## src/rtl/ssit_div_cell.sv

```systemverilog
module ssit_div_cell #(
    parameter int DEN_W = 35,
    parameter int T_W = 17,
    parameter int CW = 16
) (
    input  logic                  clk,
    input  logic                  rst_n,
    input  logic                  valid,
    input  logic [DEN_W-1:0]      rem,
    input  logic [DEN_W-1:0]      den,
    input  logic [T_W-1:0]        quo,
    input  logic [3*CW-1:0]       bv,
    input  logic [3*CW-1:0]       cv,
    input  logic [3*(CW+1)-1:0]   dv,
    input  logic [CW-2:0]         rad,
    output logic                  valid_reg,
    output logic [DEN_W-1:0]      rem_reg,
    output logic [DEN_W-1:0]      den_reg,
    output logic [T_W-1:0]        quo_reg,
    output logic [3*CW-1:0]       bv_reg,
    output logic [3*CW-1:0]       cv_reg,
    output logic [3*(CW+1)-1:0]   dv_reg,
    output logic [CW-2:0]         rad_reg
);

    logic [DEN_W:0]   sh;
    logic [DEN_W-1:0] rem_next;
    logic [T_W-1:0]   quo_next;

    always_comb
    begin
        sh = {rem, 1'b0};
        if (sh >= {1'b0, den})
        begin
            rem_next = DEN_W'(sh - {1'b0, den});
            quo_next = {quo[T_W-2:0], 1'b1};
        end
        else
        begin
            rem_next = sh[DEN_W-1:0];
            quo_next = {quo[T_W-2:0], 1'b0};
        end
    end

    always_ff @(posedge clk or negedge rst_n)
    begin
        if (!rst_n)
            valid_reg <= 1'b0;
        else
            valid_reg <= valid;
    end

    always_ff @(posedge clk)
    begin
        rem_reg <= rem_next;
        den_reg <= den;
        quo_reg <= quo_next;
        bv_reg  <= bv;
        cv_reg  <= cv;
        dv_reg  <= dv;
        rad_reg <= rad;
    end

endmodule

```

## config.mk

```make
export PLATFORM = sky130hd
export DESIGN_NAME = ssit_div_cell
export DESIGN_NICKNAME = d
export VERILOG_FILES = /design/src/rtl/ssit_div_cell.sv
export SDC_FILE = /design/constraint.sdc
export NUM_CORES = 1
export LEC_CHECK = 0
export BUFFER_PORTS_ARGS = -buffer_cell sky130_fd_sc_hd__buf_2
export CORE_AREA = 2 2 194 196
export CTS_CLUSTER_SIZE = 25
export DETAILED_ROUTE_END_ITERATION = 6
export DIE_AREA = 0 0 196 198
export SYNTH_ARGS = -nofsm -noshare
export SYNTH_HDL_FRONTEND = slang
export SYNTH_SLANG_ARGS = --single-unit
```

## constraint.sdc

```tcl
create_clock -name clk -period 0.8 [get_ports clk]
set_input_delay 0.16 -clock clk [delete_from_list [all_inputs] [get_ports clk]]
set_output_delay 0.16 -clock clk [all_outputs]
set_load 0.02 [all_outputs]
```

==> results.toml, run 1 <==
[final_layout]
final_common_cell = "buf_6"
area_growth_pct = 140.2
drive_above_1_share_pct = 68.56
layout_common_cells = "buf_6, dlygate4sd3_1, dfxtp_2"
largest_register_ffs = 51
finalNetCount = 1821
utilization_pct = 48.26
design_area_sq_um = 17830

[worst_setup_path]
endpoint_kind = "flop"
critPathRequiredTime_ps = 1220
worst-setup-path-type = "in2reg"
crit_arrival_ps = 2470
critPathLaunchType = "primary input"
crit_end = "rem_reg[19]"
crit_start = "den[1]"
crit_path_max_fanout = 4

[route]
wire_per_inst_um = 18.12
firstDrtPassIters = 4
antenna_left = 0
viasPerCell = 4.127
drtIter0Drc = 179
dr_total_vias = 8386
routed_wl_um = 36820
remaining_drc_errors = 0

[flow_run]
max_cap_violations = 0

[timing]
period_minus_slack_ps = 2048
maxSlewHeadroom_pct = 71.15
hold_viol_final = 0
drv_slew = 0
timing.final.ws_setup_ps = -1248
fin_crit_sh_pct = 256.0
rsz0062_at_grt = "yes"
fmax_mhz = 488.3
setup_viol = 286
worstMarginPinSlew_ps = 428.3

[power]
p_comb_share_pct = 27.6
clkPwrFrac_pct = 34.0
ir_worst_vdd_v = 0.001762
internal_power_mw = 26.67
power_mw = 37.11
power.density_nw_per_um2 = 2081
swShare_pct = 28.14
seq_power_share_pct = 38.4
p_leak_nw = 8.169
power.switching_mw = 10.44

[die]
die-area_sq_um = 38810
core-area_sq_um = 36960
io_pins = 502
die_w_um = 196
initial_core_util_pct = 20.09
num_rows = 71
die_y_um = 198

[synth]
synth_area_sq_um = 7426
synth_edf_count = 0
ys_dominant_reg_cell = "dfxtp_1"
yosys_warnings = 0
async_flop_share_pct = 0.4000
synth_seq_cells = 250
avgSynthCellArea_sq_um = 11.73
synthesis.nets = 921
ys_types = 52
synth_cells = 633
ys_seq_area_share_pct = 67.46

[global_routing]
grt_max_degree = 23
overflow = 0
first_global_vias = 9212
grt_use_total_pct = 17.66
grt_pass1_wl_um = 52640
antenna_found_initial = 8

[placement]
detailed_place_hpwl_um = 22480
dpl_cell_area_sq_um = 11550
gp_congestion = 0.8221
numPortBuffers = 500

[clock_network]
clk_pin_slew_worst_paths_ps = 70
cts_buffers = 26
clock_path_buffers = 3
cts.sinks = 250
cts_tree = "done"
root_buffer = "clkbuf_16"
cts_max_level = 1

[status]
violations = "negative setup slack"
outcome = "finished, violations left"

[hold_path]
min_path_type = "in2reg"
-- cell type report --
type,instances,area [sq um]
Fill cell,3027,19120
Timing Repair Buffer,890,7854
Sequential cell,250,5321
Multi-Input combinational cell,318,2969
Clock buffer,34,732.0
Tap cell,474,593.1
Inverter,47,188.9
Clock inverter,13,161.4
Antenna cell,6,15.01
-- metrics by stage --
step                      worst slack (ps)  cells  TNS, ps  hold WS [ps]
after CTS                            -1152   2015  -126220         32.98
after global placement               -1883   1697   -63810        -64.28
after global routing                 -1363   2031  -135400         72.57
after detailed placement             -1893   1697   -64790        -63.77
after floorplan                      -1402    633   -44690        -135.6
final                                -1248   2032  -122850         91.32
-- Yosys cell counts (all sizes together), types with 4 or more instances --
library cell	number	area (sq um)
ha	35	437.9
buf	6	30.03
a21o	16	120.1
nand3	6	30.03
clkbuf	13	48.80
dfxtp	249	4985
a21oi	33	165.2
xor2	14	122.6
xnor2	16	140.1
o21ai	50	261.5
nand2	57	214.0
o211ai	4	35.03
nand4	13	87.58
inv	47	176.4
nor2	17	63.81
o21a	4	30.03
a211oi	6	45.04
a31oi	4	25.02
-- worst min-delay path by stage --
stage | start | endpoint | slack (ps) | cells past startpoint
2_1_floorplan | rst_n | valid_reg | -140 | 0
3_3_place_gp | rst_n | valid_reg | -60 | 1
3_5_place_dp | rst_n | valid_reg | -60 | 1
4_1_cts | rem[0] | rem_reg[1] | 30 | 3
5_1_grt | rem[0] | rem_reg[1] | 70 | 3
6_report | rem[0] | rem_reg[1] | 90 | 3
-- layer usage --
layer | share of wire (%) | wire (um) | GRT usage [%]
met4 | 4.3 | 1566 | 8.895
met5 | 0.081 | 30 | 0
met2 | 55 | 20320 | 34.52
met1 | 33 | 12190 | 16.49
met3 | 7.4 | 2710 | 5.468
-- power groups by stage --
stage | combinational, mW | sequential [mW] | clock, mW
2_1_floorplan | 2.20 | 15.3 | 0
3_3_place_gp | 6.38 | 14.0 | 0
3_5_place_dp | 6.43 | 14.0 | 0
4_1_cts | 9.43 | 14.2 | 12.8
5_1_grt | 10.8 | 14.3 | 13.5
6_report | 10.2 | 14.2 | 12.6
-- cells by family (layout without fill, tap and decap cells) --
logic type      count (synthesis)  in the layout  share of synthesized area (%)
compound gates                138            139                          12.08
mux                             3              3                         0.4381
simple gates                  110            110                          6.875
flops                         250            250                          67.46
xor+xnor                       30             30                          3.538
buf+inv                        66            984                          3.437
other cells                     0              6                              0
fa+ha+maj                      36             36                          6.167
-- critical path, stage by stage --
cell,delay [ps]
buf_8,110
inv_8,50
ha_4,190
nor2b_4,130
o31a_1,270
or3_1,380
a21oi_2,190
o21ai_2,80
a221o_2,440
a21oi_2,200
xor2_1,180
o21ai_1,90
-- repair_timing --
item / in CTS / in global routing
setup endpoints to repair: 286 / 286
gates cloned: 4 / 3
gates resized for setup: 820 / 76
setup buffers: 18 / 9
hold buffers: 251 / 0
pin swaps: 33 / 31
hold endpoints to repair: 250 / 0
(Power assumes the default switching activity.)
==> inputs of run 2 (changes only) <==
--- a/config.mk
+++ b/config.mk
@@ -5,11 +5,12 @@
 export SDC_FILE = /design/constraint.sdc
 export NUM_CORES = 1
 export LEC_CHECK = 0
+export ABC_AREA = 1
 export BUFFER_PORTS_ARGS = -buffer_cell sky130_fd_sc_hd__buf_2
-export CORE_AREA = 2 2 194 196
+export CORE_AREA = 4 4 191 193
 export CTS_CLUSTER_SIZE = 25
 export DETAILED_ROUTE_END_ITERATION = 6
-export DIE_AREA = 0 0 196 198
+export DIE_AREA = 0 0 195 197
 export SYNTH_ARGS = -nofsm -noshare
 export SYNTH_HDL_FRONTEND = slang
 export SYNTH_SLANG_ARGS = --single-unit
==> run 2 against run 1 <==
  * Combinational power is essentially flat
  * Wire length grew 17%
  * Synthesized area grew 12%
  * Clock power grew 9.5%
  * Final cell count grew 15%
  * Maximum frequency grew 48%
  * Final area grew 9.3%
  * Clock-buffer cell count grew 1
  * Worst hold slack lost 85 ps
  * The flow still finishes with violations (negative setup slack)
==> results.toml, run 2 <==
[status]
outcome = "finished, violations left"
violations = "negative setup slack"

[global_routing]
antenna_found_initial = 5
grt_max_degree = 15
grt_use_total_pct = 20.99
first_global_vias = 10510
overflow = 0
grt_pass1_wl_um = 63100

[synth]
synth_most_common_cell = "dfxtp_1"
ys_dominant_reg_cell = "dfxtp_1"
synth_top_area_share_pct = 59.74
async_flop_share_pct = 0.4000
synth_area_sq_um = 8344
avgSynthCellArea_sq_um = 9.031
ys_types = 35
synth.largest_area_cell = "dfxtp_1"
synth_cells = 924
synth_edf_count = 0
ys_seq_area_share_pct = 60.04
synth_common_cells = "dfxtp_1, nand2_1, inv_1, nor2_1, ha_1"
synth_seq_cells = 250
yosys_warnings = 0
synth_area_leaders = "dfxtp_1, nand2_1, inv_1"
synthesis.nets = 1212

[final_layout]
finalNetCount = 2143
drive_above_1_share_pct = 65.71
final_common_cell = "buf_6"
area_growth_pct = 133.6
layout_common_cells = "buf_6, dfxtp_2, dlygate4sd3_1"
design_area_sq_um = 19490
utilization_pct = 56.44
final_cells = 2331
largest_register_ffs = 51

[clock_network]
cts_max_level = 1
root_buffer = "clkbuf_16"
cts_buffers = 26
cts.sinks = 250
cts_tree = "done"
clock_path_buffers = 3
clk_pin_slew_worst_paths_ps = 60

[power]
clkPwrFrac_pct = 36.3
internal_power_mw = 27.43
ir_worst_vdd_v = 0.001597
power.switching_mw = 10.47
seq_power_share_pct = 37.1
p_comb_share_pct = 26.6
power.density_nw_per_um2 = 1944
swShare_pct = 27.64
p_leak_nw = 9.428

[placement]
dpl_cell_area_sq_um = 12750
detailed_place_hpwl_um = 27980
gp_congestion = 0.8796
place_inst = 1987
numPortBuffers = 500

[route]
drtIter0Drc = 293
remaining_drc_errors = 0
antenna_left = 0
wire_per_inst_um = 18.42
viasPerCell = 4.152
dr_total_vias = 9679
firstDrtPassIters = 4
routed_wl_um = 42940

[die]
io_pins = 502
die-area_sq_um = 38420
initial_core_util_pct = 24.16
num_rows = 68
core-area_sq_um = 34540
die_w_um = 195
die_y_um = 197

[timing]
drv_slew = 0
hold_viol_final = 0
maxSlewHeadroom_pct = 76.98
rsz0062_at_grt = "yes"
tns_ps = -101940
timing.final.ws_setup_ps = -580.0
fin_crit_sh_pct = 172.5
holdWs_ps = 5.871
period_minus_slack_ps = 1380
worstMarginPinSlew_ps = 344.6
fmax_mhz = 724.6
setup_viol = 286

[hold_path]
whs_path_depth = 4
min_from = "rem[26]"
worstHoldEndpoint = "rem_reg[27]"
min_path_type = "in2reg"

[worst_setup_path]
critPathLaunchType = "primary input"
worst-setup-path-type = "in2reg"
critPathRequiredTime_ps = 1210
crit_path_max_fanout = 7
endpoint_kind = "flop"
crit_arrival_ps = 1790

[flow_run]
max_cap_violations = 0
run 2: changes by cell type after synthesis, sizes merged, moves of 6 or more:
cell / delta
nand2: +196
inv: +111
nor2: +42
nand3: +29
a21o: -16
o21ai: -16
xnor2: -14
clkbuf: -11
nand3b: +7
a211oi: -6
run 2: worst max path at each step:
stage | startpoint | end | depth (start not counted)
floorplan | den[25] | rem_reg[30] | 12
global placement | den[3] | rem_reg[30] | 14
detailed placement | den[3] | rem_reg[30] | 14
CTS | den[20] | rem_reg[10] | 13
global route | den[27] | rem_reg[18] | 13
finish | den[22] | rem_reg[26] | 15
run 2: worst max-delay path: stages:
cell and delay, ps:
buf_2 120, inv_4 40, ha_4 220, nand2_4 80, inv_2 40, nand2_1 50
nand2_1 100, nand2_2 80, nand2_2 80, a21oi_4 160, nand4_4 180, buf_12 190
clkbuf_16 160, nand3_2 60, nand2_1 50
run 2: logic make-up (layout without fill, tap and decap cells):
kind of cell	Yosys count	after routing	share of synthesized area, %
adders and majority gates	36	36	5.488
and+or+nand+nor	382	382	20.14
buffers and inverters	168	1119	7.962
DFF	250	250	60.04
xor gates and xnor gates	18	18	1.889
AOI/OAI and AO/OA	70	70	4.483
other	0	1	0
run 2: power groups by stage:
stage / registers, mW / clock network [mW] / logic, mW
floorplan: 15.1 / 0 / 2.21
global placement: 13.9 / 0 / 6.52
detailed placement: 13.9 / 0 / 6.56
CTS: 14.0 / 14.1 / 9.29
global route: 14.1 / 14.6 / 10.7
finish: 14.1 / 13.8 / 10.1
run 2: stage by stage:
step	total power [mW]	setup WS (ps)
after floorplan	17.27	-753.8
after global placement	20.40	-1217
after detailed placement	20.43	-1208
after CTS	37.40	-489.6
after global routing	39.37	-632.9
final	37.90	-580.0
run 2: what timing repair did:
action                                  in CTS  in global routing
endpoints found under the setup margin     286                286
pin swaps                                   17                 54
endpoints found under the hold margin      246                  1
hold buffers                               245                  1
resized for setup                          897                173
gates cloned                                 3                  1
setup buffers                               30                 21
run 2: final cells by class:
cell class,instances,area [sq um]
multi-input cells,506,3871
clock inverters,13,229.0
flip-flops and latches,250,5324
repair buffers,912,8112
diodes,1,2.502
well taps,455,569.3
inverters,159,631.9
clock buffers,35,755.7
fillers,2802,15050
run 2: per-layer routing:
metal	global-route usage, %	routed length (um)
met1	22.81	15780
met4	6.672	1419
met5	0	49
met3	4.000	2118
met2	40.89	23570
==> inputs of run 3 (changes only) <==
--- a/config.mk
+++ b/config.mk
@@ -7,10 +7,11 @@
 export LEC_CHECK = 0
 export ABC_AREA = 1
 export BUFFER_PORTS_ARGS = -buffer_cell sky130_fd_sc_hd__buf_2
-export CORE_AREA = 4 4 191 193
+export CORE_AREA = 2 2 194 196
 export CTS_CLUSTER_SIZE = 25
 export DETAILED_ROUTE_END_ITERATION = 6
-export DIE_AREA = 0 0 195 197
+export DIE_AREA = 0 0 196 198
+export HOLD_SLACK_MARGIN = 0.15
 export SYNTH_ARGS = -nofsm -noshare
 export SYNTH_HDL_FRONTEND = slang
 export SYNTH_SLANG_ARGS = --single-unit
==> run 3 against run 2 <==
  * Via count grew 0.21%
  * The run ends with negative hold slack, negative setup slack left
  * Combinational power is essentially flat
  * Total power down 2.1%
  * Sequential share of layout area is essentially flat
  * Worst hold slack worse by 250 ps
  * Maximum frequency up 4.7%
  * Clock-buffer cell count increased by 2
  * Final area is essentially flat
  * Die area is 1.0% higher
==> results.toml, run 3 (synthesis gave the netlist of run 2 again) <==
[final_layout]
area_growth_pct = 133.8
drive_above_1_share_pct = 66.19
layout_common_cells = "buf_6, dlygate4sd3_1, dfxtp_2"
final_common_cell = "buf_6"
design_area_sq_um = 19510
final_cells = 2345
utilization_pct = 52.78
finalNetCount = 2137
largest_register_ffs = 51

[die]
die-area_sq_um = 38810
io_pins = 502
core-area_sq_um = 36960
die_w_um = 196
num_rows = 71
initial_core_util_pct = 22.58
die_y_um = 198

[placement]
place_inst = 2017
dpl_cell_area_sq_um = 12840
detailed_place_hpwl_um = 26950
numPortBuffers = 500
pre_cts_slack_ps = -1292
gp_congestion = 0.8564

[timing]
rsz0062_at_grt = "yes"
fmax_mhz = 758.3
drv_slew = 0
fin_crit_sh_pct = 164.8
setup_viol = 286
period_minus_slack_ps = 1319
holdWs_ps = -246.4
maxSlewHeadroom_pct = 79.07
tns_ps = -100710
worstMarginPinSlew_ps = 311.9
timing.final.ws_setup_ps = -518.7
hold_viol_final = 1

[clock_network]
cts_max_level = 1
cts.sinks = 250
root_buffer = "clkbuf_16"
clk_pin_slew_worst_paths_ps = 70
cts_buffers = 27
cts_tree = "done"
clock_path_buffers = 3

[hold_path]
min_path_type = "in2reg"
min_from = "den[1]"

[power]
power.density_nw_per_um2 = 1901
ir_worst_vdd_v = 0.001176
p_leak_nw = 9.343
power_mw = 37.09

[global_routing]
grt_use_met3_pct = 4.565
antenna_found_initial = 5
overflow = 0
grt.busiest_layer = "met2"
grt_use_total_pct = 19.92
grt_use_met1_pct = 20.96
grt_max_degree = 23
use_met2_pct = 37.75
first_global_vias = 10200
grt_pass1_wl_um = 59020

[status]
outcome = "finished, violations left"
violations = "negative hold slack, negative setup slack"

[flow_run]
max_cap_violations = 0

[worst_setup_path]
critPathRequiredTime_ps = 1260
endpoint_kind = "flop"
crit_path_max_fanout = 8
crit_arrival_ps = 1780
critPathLaunchType = "primary input"
worst-setup-path-type = "in2reg"
crit_start = "den[8]"

[route]
routed_wl_um = 41320
antenna_left = 0
dr_total_vias = 9699
drtIter0Drc = 232
remaining_drc_errors = 0
wire_per_inst_um = 17.62
viasPerCell = 4.136
firstDrtPassIters = 5
[run 3: cell count changes in the layout (fill, tap and decap cells not counted), sizes merged]
cell | before | now
buf | 665 | 652
clkbuf | 36 | 40
bufinv | 6 | 3
dlygate4sd3 | 246 | 249
clkinv | 5 | 6
clkinvlp | 1 | 2
diode | 1 | 2
nand3 | 35 | 36
[run 3: layout make-up]
| class | count | area [sq um] |
|---|---|---|
| well taps | 474 | 593.1 |
| clock inverters | 12 | 158.9 |
| diodes | 2 | 5.005 |
| fillers | 3038 | 17450 |
| flip-flops and latches | 250 | 5324 |
| repair buffers | 904 | 8118 |
| clock buffers | 37 | 753.2 |
| multi-input cells | 507 | 3918 |
| inverters | 159 | 636.9 |
[run 3: critical path, stage by stage]
cell     delay, ps
buf_2           90
inv_1           60
ha_4           310
nand2_4         70
nor2_4         130
nand2_2        100
nor2_4         170
nand3_4         90
nand4_4        140
buf_12         160
buf_12         140
nand2_2         50
o21ai_1         90
[run 3: routing by layer]
layer	up-vias	routed length [um]
met5	-	43
met4	6	1810
met3	101	2417
met2	350	21780
met1	4549	15270
li1	4693	-
[run 3: what timing repair did]
item / 4_1_cts / 5_1_grt
endpoints found under the hold margin: 250 / 10
gates cloned: 3 / 4
hold buffers: 246 / 3
endpoints found under the setup margin: 286 / 286
setup buffers: 19 / 3
gates resized for setup: 979 / 121
pin swaps: 46 / 51
[run 3: report_power, final]
part	switching, mW	internal, mW	total, mW
Combinational	4.83	5.30	10.1
Sequential	0.505	13.6	14.1
Clock	5.28	7.60	12.9
[run 3: worst paths after layout]
check                         endpoint  slack, ps  depth (start not counted)
worst max-delay path       rem_reg[10]       -520                         13
max in group asynchronous    valid_reg        210                          3
min in group asynchronous    valid_reg        490                          3
worst min-delay path        den_reg[1]       -250                          1
